--- config.mk ---
export PLATFORM = sky130hd
export DESIGN_NAME = packet_reorder_buffer_top
export DESIGN_NICKNAME = d
export VERILOG_FILES = /design/src/rtl/core/prb_pkg.sv /design/src/rtl/core/packet_reorder_buffer_top.sv /design/src/rtl/core/prb_ram.sv /design/src/rtl/core/prb_ctrl.sv
export SDC_FILE = /design/constraint.sdc
export NUM_CORES = 2
export LEC_CHECK = 0
export BUFFER_PORTS_ARGS = -buffer_cell sky130_fd_sc_hd__buf_2
export CAP_MARGIN = 20
export CORE_UTILIZATION = 35
export DETAILED_ROUTE_END_ITERATION = 10
export HOLD_SLACK_MARGIN = 0.15
export SYNTH_ARGS = -nofsm -noshare
export SYNTH_HDL_FRONTEND = slang
export SYNTH_SLANG_ARGS = --single-unit
--- constraint.sdc ---
create_clock -name clock -period 20.5 [get_ports clock]
set_clock_uncertainty 0.05 [all_clocks]
set_input_delay 6.15 -clock clock [delete_from_list [all_inputs] [get_ports clock]]
set_output_delay 6.15 -clock clock [all_outputs]
set_load 0.02 [all_outputs]
--- src/rtl/core/prb_pkg.sv ---
// Package of the packet reorder buffer: item structs, codes, FSM states.
// Used by every file of the block but prb_ram; depends on nothing.
`default_nettype none

package prb_pkg;

   localparam int PRB_DEPTH = 32;
   localparam int SEQ_W     = 32;
   localparam int HANDLE_W  = 16;
   localparam int HDR_W     = 32;
   localparam int SLOT_W    = HANDLE_W + HDR_W;
   localparam int MAXBUF_W  = 6;
   localparam int CSR_IDX_W = 1;
   localparam int CSR_W     = 32;

   localparam logic [SEQ_W-1:0]    INIT_SEQ_RESET = '0;
   localparam logic [MAXBUF_W-1:0] MAX_BUF_RESET  = 6'd32;

   localparam logic CMD_INSERT = 1'b0;
   localparam logic CMD_GAP    = 1'b1;

   localparam logic [1:0] KIND_STATUS = 2'd0;
   localparam logic [1:0] KIND_PACKET = 2'd1;
   localparam logic [1:0] KIND_GAP    = 2'd2;

   localparam logic [1:0] STAT_ACCEPTED  = 2'd0;
   localparam logic [1:0] STAT_DUPLICATE = 2'd1;
   localparam logic [1:0] STAT_FULL      = 2'd2;
   localparam logic [1:0] STAT_BEYOND    = 2'd3;

   localparam logic [CSR_IDX_W-1:0] CSR_INIT_SEQ = 1'd0;
   localparam logic [CSR_IDX_W-1:0] CSR_MAX_BUF  = 1'd1;

   typedef struct packed {
      logic                command;
      logic [SEQ_W-1:0]    seq;
      logic [HANDLE_W-1:0] packet_handle;
      logic [HDR_W-1:0]    header_word;
   } req_type;

   typedef struct packed {
      logic [1:0]          kind;
      logic [1:0]          status;
      logic [SEQ_W-1:0]    out_seq;
      logic [HANDLE_W-1:0] out_handle;
      logic [HDR_W-1:0]    out_header;
      logic                last;
   } rsp_type;

   typedef struct packed {
      logic                wr_init;
      logic [SEQ_W-1:0]    init_value;
      logic [MAXBUF_W-1:0] max_buf;
   } cfg_type;

   typedef struct packed {
      logic    load;
      rsp_type data;
   } out_type;

   typedef enum logic [1:0] {
      S_IDLE,
      S_CHECK,
      S_DRAIN,
      S_STATUS
   } state_type;

endpackage

`default_nettype wire

--- src/rtl/core/packet_reorder_buffer_top.sv ---
// Top level of the packet reorder buffer: ports, control registers, result register.
// Depends on prb_pkg, prb_ctrl and prb_ram.
//
//   channel | direction | handshake             | payload
//   req     | in        | req_valid/req_ready   | req_data (prb_pkg::req_type)
//   rsp     | out       | rsp_valid/rsp_ready   | rsp_data (prb_pkg::rsp_type)
//   csr     | in        | csr_we                | csr_index, csr_wdata
//
// A command without drain passes the accept in S_IDLE and the window check in S_CHECK.
// A command that drains n slots gives one result per cycle while rsp_ready does not stall,
// bounded by the single read port of the slot RAM.
// Reset clears the slot marks and counters; RAM contents are kept.
// A stalled rsp_ready holds the sequencer; a new item is taken while a result waits.
`default_nettype none

module packet_reorder_buffer_top #(
   parameter int DEPTH = prb_pkg::PRB_DEPTH
) (
   input  wire logic                              clock,
   input  wire logic                              reset,
   input  wire logic                              req_valid,
   output      logic                              req_ready,
   input  wire prb_pkg::req_type                  req_data,
   output      logic                              rsp_valid,
   input  wire logic                              rsp_ready,
   output      prb_pkg::rsp_type                  rsp_data,
   input  wire logic                              csr_we,
   input  wire logic [prb_pkg::CSR_IDX_W-1:0]     csr_index,
   input  wire logic [prb_pkg::CSR_W-1:0]         csr_wdata
);

   import prb_pkg::*;

   localparam int IW = $clog2(DEPTH);

   logic                rsp_valid_ff, rsp_valid_in;
   rsp_type             rsp_data_ff, rsp_data_in;
   logic [MAXBUF_W-1:0] maxbuf_ff, maxbuf_in;

   cfg_type             cfg;
   out_type             out;
   logic                out_free;
   logic                ram_we, ram_re;
   logic [IW-1:0]       ram_waddr, ram_raddr;
   logic [SLOT_W-1:0]   ram_wdata, ram_rdata;

   always_ff @(posedge clock) begin
      if (reset) begin
         rsp_valid_ff <= 1'b0;
         maxbuf_ff    <= MAX_BUF_RESET;
      end else begin
         rsp_valid_ff <= rsp_valid_in;
         maxbuf_ff    <= maxbuf_in;
      end
   end

   always_ff @(posedge clock) begin
      rsp_data_ff <= rsp_data_in;
   end

   always_comb begin
      out_free     = !rsp_valid_ff || rsp_ready;
      rsp_valid_in = out.load || (rsp_valid_ff && !rsp_ready);
      rsp_data_in  = out.load ? out.data : rsp_data_ff;
      maxbuf_in    = (csr_we && csr_index == CSR_MAX_BUF) ?
                     csr_wdata[MAXBUF_W-1:0] : maxbuf_ff;
      cfg.wr_init    = csr_we && csr_index == CSR_INIT_SEQ;
      cfg.init_value = csr_wdata[SEQ_W-1:0];
      cfg.max_buf    = maxbuf_ff;
   end

   assign rsp_valid = rsp_valid_ff;
   assign rsp_data  = rsp_data_ff;

   prb_ctrl #(
      .DEPTH (DEPTH)
   ) u_ctrl (
      .clock     (clock),
      .reset     (reset),
      .req_valid (req_valid),
      .req_ready (req_ready),
      .req_data  (req_data),
      .cfg       (cfg),
      .out_free  (out_free),
      .out       (out),
      .ram_we    (ram_we),
      .ram_waddr (ram_waddr),
      .ram_wdata (ram_wdata),
      .ram_re    (ram_re),
      .ram_raddr (ram_raddr),
      .ram_rdata (ram_rdata)
   );

   prb_ram #(
      .WIDTH (SLOT_W),
      .DEPTH (DEPTH)
   ) u_slot_ram (
      .clock (clock),
      .we    (ram_we),
      .waddr (ram_waddr),
      .wdata (ram_wdata),
      .re    (ram_re),
      .raddr (ram_raddr),
      .rdata (ram_rdata)
   );

endmodule

`default_nettype wire

--- src/rtl/core/prb_ram.sv ---
// Generic single-write, single-read synchronous RAM with a registered read port.
// Stand-alone; holds the slot payloads of the reorder buffer.
`default_nettype none

module prb_ram #(
   parameter int WIDTH = 8,
   parameter int DEPTH = 32
) (
   input  wire logic                     clock,
   input  wire logic                     we,
   input  wire logic [$clog2(DEPTH)-1:0] waddr,
   input  wire logic [WIDTH-1:0]         wdata,
   input  wire logic                     re,
   input  wire logic [$clog2(DEPTH)-1:0] raddr,
   output      logic [WIDTH-1:0]         rdata
);

   logic [WIDTH-1:0] mem_ff [DEPTH];
   logic [WIDTH-1:0] rdata_ff;

   always_ff @(posedge clock) begin
      if (we) begin
         mem_ff[waddr] <= wdata;
      end
      if (re) begin
         rdata_ff <= mem_ff[raddr];
      end
   end

   assign rdata = rdata_ff;

endmodule

`default_nettype wire

--- src/rtl/core/prb_ctrl.sv ---
// Sequencer of the reorder buffer: window check, slot marks, counters and drain.
// Depends on prb_pkg; drives the slot RAM and the result register in the top level.
`default_nettype none

module prb_ctrl #(
   parameter int DEPTH = prb_pkg::PRB_DEPTH
) (
   input  wire logic                     clock,
   input  wire logic                     reset,
   input  wire logic                     req_valid,
   output      logic                     req_ready,
   input  wire prb_pkg::req_type         req_data,
   input  wire prb_pkg::cfg_type         cfg,
   input  wire logic                     out_free,
   output      prb_pkg::out_type         out,
   output      logic                     ram_we,
   output      logic [$clog2(DEPTH)-1:0] ram_waddr,
   output      logic [prb_pkg::SLOT_W-1:0] ram_wdata,
   output      logic                     ram_re,
   output      logic [$clog2(DEPTH)-1:0] ram_raddr,
   input  wire logic [prb_pkg::SLOT_W-1:0] ram_rdata
);

   import prb_pkg::*;

   localparam int IW = $clog2(DEPTH);
   localparam int CW = $clog2(DEPTH + 1);

   state_type        state_ff, state_in;
   req_type          item_ff, item_in;
   logic [SEQ_W-1:0] d_ff, d_in;
   logic [SEQ_W-1:0] exp_ff, exp_in;
   logic [IW-1:0]    eidx_ff, eidx_in;
   logic [DEPTH-1:0] pkt_ff, pkt_in;
   logic [DEPTH-1:0] gap_ff, gap_in;
   logic [CW-1:0]    bufc_ff, bufc_in;
   logic [CW-1:0]    gapc_ff, gapc_in;
   logic [1:0]       status_ff, status_in;
   logic             pend_ff, pend_in;
   logic             pend_gap_ff, pend_gap_in;
   logic [SEQ_W-1:0] pend_seq_ff, pend_seq_in;

   logic          old, in_win, hp, hg, hit, issue_ok, drain_go;
   logic [IW:0]   sum;
   logic [IW-1:0] idx;
   logic [1:0]    st;
   rsp_type       status_rsp;

   always_ff @(posedge clock) begin
      if (reset) begin
         state_ff <= S_IDLE;
      end else begin
         state_ff <= state_in;
      end
   end

   always_ff @(posedge clock) begin
      if (reset) begin
         exp_ff  <= INIT_SEQ_RESET;
         eidx_ff <= '0;
         pkt_ff  <= '0;
         gap_ff  <= '0;
         bufc_ff <= '0;
         gapc_ff <= '0;
         pend_ff <= 1'b0;
      end else begin
         exp_ff  <= exp_in;
         eidx_ff <= eidx_in;
         pkt_ff  <= pkt_in;
         gap_ff  <= gap_in;
         bufc_ff <= bufc_in;
         gapc_ff <= gapc_in;
         pend_ff <= pend_in;
      end
   end

   always_ff @(posedge clock) begin
      item_ff     <= item_in;
      d_ff        <= d_in;
      status_ff   <= status_in;
      pend_gap_ff <= pend_gap_in;
      pend_seq_ff <= pend_seq_in;
   end

   always_comb begin
      old    = d_ff[SEQ_W-1];
      in_win = d_ff < SEQ_W'(DEPTH);
      sum    = {1'b0, eidx_ff} + {1'b0, d_ff[IW-1:0]};
      if (sum >= (IW+1)'(DEPTH)) begin
         sum = sum - (IW+1)'(DEPTH);
      end
      idx = in_win ? sum[IW-1:0] : '0;
      hp  = pkt_ff[idx];
      hg  = gap_ff[idx];
      hit = pkt_ff[eidx_ff] | gap_ff[eidx_ff];
      issue_ok = !pend_ff || out_free;
   end

   always_comb begin
      state_in    = state_ff;
      item_in     = item_ff;
      d_in        = d_ff;
      exp_in      = exp_ff;
      eidx_in     = eidx_ff;
      pkt_in      = pkt_ff;
      gap_in      = gap_ff;
      bufc_in     = bufc_ff;
      gapc_in     = gapc_ff;
      status_in   = status_ff;
      pend_in     = pend_ff;
      pend_gap_in = pend_gap_ff;
      pend_seq_in = pend_seq_ff;
      req_ready   = 1'b0;
      out         = '0;
      ram_we      = 1'b0;
      ram_waddr   = idx;
      ram_wdata   = {item_ff.packet_handle, item_ff.header_word};
      ram_re      = 1'b0;
      ram_raddr   = eidx_ff;
      drain_go    = 1'b0;
      st          = STAT_ACCEPTED;

      status_rsp            = '0;
      status_rsp.kind       = KIND_STATUS;
      status_rsp.status     = status_ff;
      status_rsp.out_seq    = item_ff.seq;
      status_rsp.last       = 1'b1;

      if (cfg.wr_init && bufc_ff == '0 && gapc_ff == '0) begin
         exp_in = cfg.init_value;
      end

      unique case (state_ff)
         S_IDLE: begin
            req_ready = 1'b1;
            if (req_valid) begin
               item_in  = req_data;
               d_in     = req_data.seq - exp_ff;
               state_in = S_CHECK;
            end
         end

         S_CHECK: begin
            if (item_ff.command == CMD_GAP) begin
               if (old) begin
                  st = STAT_DUPLICATE;
               end else if (!in_win) begin
                  st = STAT_BEYOND;
               end else begin
                  if (hp) begin
                     pkt_in[idx] = 1'b0;
                     if (bufc_ff != '0) begin
                        bufc_in = bufc_ff - CW'(1);
                     end
                  end
                  if (!hg) begin
                     gapc_in = gapc_ff + CW'(1);
                  end
                  gap_in[idx] = 1'b1;
                  ram_we      = 1'b1;
                  ram_wdata   = {{HANDLE_W{1'b0}}, item_ff.header_word};
                  st          = STAT_ACCEPTED;
               end
            end else begin
               if (old || (in_win && hp)) begin
                  st = STAT_DUPLICATE;
               end else if (32'(bufc_ff) >= 32'(cfg.max_buf)) begin
                  st = STAT_FULL;
               end else if (!in_win) begin
                  st = STAT_BEYOND;
               end else begin
                  if (hg) begin
                     st = STAT_DUPLICATE;
                  end else begin
                     pkt_in[idx] = 1'b1;
                     bufc_in     = bufc_ff + CW'(1);
                     ram_we      = 1'b1;
                     st          = STAT_ACCEPTED;
                  end
                  drain_go = (d_ff == '0);
               end
            end
            status_in         = st;
            status_rsp.status = st;
            if (drain_go) begin
               pend_in  = 1'b0;
               state_in = S_DRAIN;
            end else if (out_free) begin
               out.load = 1'b1;
               out.data = status_rsp;
               state_in = S_IDLE;
            end else begin
               state_in = S_STATUS;
            end
         end

         S_DRAIN: begin
            if (pend_ff && out_free) begin
               out.load            = 1'b1;
               out.data.kind       = pend_gap_ff ? KIND_GAP : KIND_PACKET;
               out.data.status     = STAT_ACCEPTED;
               out.data.out_seq    = pend_seq_ff;
               out.data.out_handle = pend_gap_ff ? '0 : ram_rdata[SLOT_W-1:HDR_W];
               out.data.out_header = ram_rdata[HDR_W-1:0];
               out.data.last       = 1'b0;
            end
            if (issue_ok) begin
               if (hit) begin
                  ram_re      = 1'b1;
                  pend_in     = 1'b1;
                  pend_gap_in = gap_ff[eidx_ff];
                  pend_seq_in = exp_ff;
                  if (gap_ff[eidx_ff]) begin
                     gap_in[eidx_ff] = 1'b0;
                     gapc_in         = gapc_ff - CW'(1);
                  end else begin
                     pkt_in[eidx_ff] = 1'b0;
                     if (bufc_ff != '0) begin
                        bufc_in = bufc_ff - CW'(1);
                     end
                  end
                  exp_in  = exp_ff + SEQ_W'(1);
                  eidx_in = (eidx_ff == IW'(DEPTH - 1)) ? '0 : eidx_ff + IW'(1);
               end else begin
                  pend_in  = 1'b0;
                  state_in = S_STATUS;
               end
            end
         end

         S_STATUS: begin
            if (out_free) begin
               out.load = 1'b1;
               out.data = status_rsp;
               state_in = S_IDLE;
            end
         end
      endcase
   end

endmodule

`default_nettype wire

==> summary.md <==
| Metric | Value |
|---|---|
| Status | completed |
| Yosys top cell area share | 71.4% |
| Tightest Hold Check Type | reg -> reg |
| Synth top area cells | edfxtp_1 71%, mux4_2 12%, dfxtp_1 3.2% |
| Synthesized area | 76400 µm² |
| Adder-cell share of the synthesized area | 0.963% |
| Post-synthesis sequential element count | 1940 |
| FF/Latch Area | 57000 µm² |
| GPL Wtd Cong | 0.900 |
| Post-Place Cell Area | 81300 µm² |
| Footprint of the multi-input gates | 18400 µm² |
| CTS tree | yes |
| Post-CTS setup buffer count | 0 |
| Final hold violations | 0 |
| WS Path Type | in -> reg |
| Tcrit/Tclk final | 44.1% |
| Die Area | 220000 µm² |
| Met3 Usage GRT | 3.08% |
| Routing usage on met2 | 29.6% |
| DR WL/cell | 28.3 µm |
| Critical Path Fanout Max | 4 |
| Top_reg_cell synth | edfxtp_1 |
| # hold bufs at CTS | 0 |
| Post-synth EDFFs | 1817 |
| Worst r2r path cells | 13 |
| Post-Route WL | 208000 µm |
| Die width | 469 µm |
| Row count | 171 |
| Dominant cell type by area after synthesis | edfxtp_1 |
| Setup Total Neg Slack | 0 ns |
| Final antenna-violating net count | 0 |
| Async SR Flop Fraction | 0% |
| GRT busiest layer | met2 |
| RSZ-0062 raised after global routing | false |
| Largest buffer count on any clock path | 3 |
| Largest net degree at the start of global routing | 129 |
| Crit end category | register |
| Maximum clock rate | 111 MHz |
| Leak Pwr | 0.0267 µW |
| Fin crit period | 9.03 ns |
| Via-per-instance ratio | 5.69 |
| Vias in the first global route | 41.0k |
| Final nets | 4519 |
| Final core utilization | 40.3% |
| CORE AREA | 217000 µm² |
| Pre-antenna DRT Iters | 8 |
| # port buffers | 205 |
| Detailed placement HPWL | 111000 µm |
| Hold depth | 2 |
| # IOs | 206 |
| Post-Synth XOR/XNOR Area | 0.424% |
| Slew HR | 26.9% |
| Num Clock Sinks | 1940 |
| Post-synthesis simple-gate area fraction | 4.21% |
| H-tree levels | 4 |
| Unique masters post-synth | 82 |
| Worst-Skew Late Latency | 0.84 ns |
| Met1 Track Usage GR | 26.8% |
| Measured slew at the worst slew-check pin | 1.10 ns |
| Yosys warns | 0 |
| First-pass GRT wire length | 296000 µm |
| Final Slew Violations | 0 |
| Average size of a mapped cell | 18.8 µm² |
| IR drop worst, VDD | 102 µV |
| Synth cell count leaders | 1817 x edfxtp_1, 396 x mux4_2, 203 x a22oi_1 |
| Post-route cell area | 87500 µm² |
| Critical Path AT | 9.53 ns |
| Worst EP required | 21.00 ns |
| Pwr dens | 95.9 nW/µm² |
| Remaining DRCs | 0 |
| Clock root buffer | clkbuf_16 |
| Compound-Gate Fraction of Synth Area | 6.09% |
| Starting Density | 35.2% |
| Gr usage total | 18.7% |
| Seq/Total Area, Yosys | 74.7% |
| Final setup viols | 0 |
| Initial antenna violation count | 10 |
| Fillers | 19.3k |
| Die Ht | 469 µm |
| Syn Nets | 4238 |
| Area delta synth->final | 14.5% |
| Top-count cell post-synth | edfxtp_1 |
| CP Launch Type | input pin |
| Largest family of logic cells by synthesized area | multiplexers |
| Num CTS Buffers | 190 |
| Max_cap viols | 0 |
| Fraction of layout cells with a size suffix above 1 | 23.7% |
| CTS clock-pin slew for the worst setup and hold paths | 0.06 ns |
| Mapped Cells | 4062 |
| Resize count post-CTS | 0 |
| GRT Residual Overflow | 0 |
| Mux contribution to synthesized area | 12.1% |
| DR iter-0 viols | 5613 |
| Via count | 41.9k |
## registers in the layout, summed over array words and instances (netlist names), named ones only
register	cells
maxbuf_ff	6
rsp_data	85
rsp_valid	1
u_ctrl.bufc_ff	6
u_ctrl.d_ff	32
u_ctrl.exp_ff	32
u_ctrl.gap_ff	32
u_ctrl.gapc_ff	6
u_ctrl.item_ff	81
u_ctrl.pend_ff	1
u_ctrl.pend_gap_ff	1
u_ctrl.pend_seq_ff	32
u_ctrl.ram_raddr	5
u_ctrl.state_ff	1
u_ctrl.status_ff	2
u_slot_ram.mem_ff	1536
u_slot_ram.rdata	48
## placed cells by master (no fill, tap or decap), types with 96 or more instances in the layout
cell       count
buf_4        112
a22oi_1      203
nand2_1       96
buf_2        204
edfxtp_1    1817
clkbuf_16    190
dfxtp_1      121
nor2_1       136
a21oi_1      171
mux4_2       396
## stage by stage
step / power [µW] / setup WS [ns] / std cells / hold slack (ns)
after global routing: 8640 / 11.27 / 7352 / 0.431
after detailed placement: 5020 / 10.73 / 7005 / 0.402
after floorplan: 4850 / 11.22 / 4062 / 0.381
after global placement: 5010 / 10.67 / 7002 / 0.402
final: 8390 / 11.47 / 7356 / 0.411
after CTS: 8440 / 11.60 / 7352 / 0.410
## path summary, 6_finish.rpt
| path | from | endpoint | slack (ns) |
|---|---|---|---|
| worst min register to register | maxbuf_ff[3]$_SDFFE_PP0P_ | maxbuf_ff[3]$_SDFFE_PP0P_ | 0.41 |
| worst max-delay path | req_data[48] | u_ctrl.d_ff[30]$_DFFE_PP_ | 11.47 |
| worst max register to register | u_ctrl.ram_raddr[0]$_SDFFE_PP0P_ | u_slot_ram.mem_ff[31][4]$_DFFE_PP_ | 13.64 |
| worst min-delay path | maxbuf_ff[3]$_SDFFE_PP0P_ | maxbuf_ff[3]$_SDFFE_PP0P_ | 0.41 |
## report_power, final
part / internal [µW] / switching (µW)
Sequential: 4430 / 79.1
Combinational: 145 / 282
Clock: 1910 / 1550
Total: 6480 / 1910
## worst max-delay path, stage by stage
cell	delay, ns
buf_2	0.09
inv_1	0.04
ha_1	0.21
fa_1	0.41
nor2b_1	0.17
o31ai_1	0.13
a21oi_1	0.36
a21oi_1	0.19
o41ai_1	0.84
a211oi_1	0.28
o311ai_0	0.36
a21oi_1	0.14
xnor2_1	0.13
## routing by layer
layer | up-vias | share of wire [%]
li1 | 17375 | -
met1 | 22211 | 42
met2 | 1989 | 47
met3 | 303 | 8.5
met4 | 6 | 2.1
met5 | - | 0.020
## cells by family (layout without fill, tap and decap cells)
logic type | count (synthesis) | count (layout)
AO/OA/AOI/OAI | 689 | 689
flip-flops | 1940 | 1940
XOR/XNOR | 37 | 37
multiplexers | 428 | 428
adder cells (fa/ha/maj) | 57 | 57
other | 0 | 4
buffers and inverters | 300 | 736
AND/OR/NAND/NOR | 611 | 611
## cell type report
class / count / area share [%]
Inverter: 67 / 0.289
Multi-Input combinational cell: 1822 / 21.1
Tap cell: 2854 / 4.08
Clock buffer: 232 / 5.64
Antenna cell: 4 / 0.0114
Sequential cell: 1940 / 65.2
Clock inverter: 115 / 1.42
Timing Repair Buffer: 322 / 2.26
(Power assumes the default switching activity.)
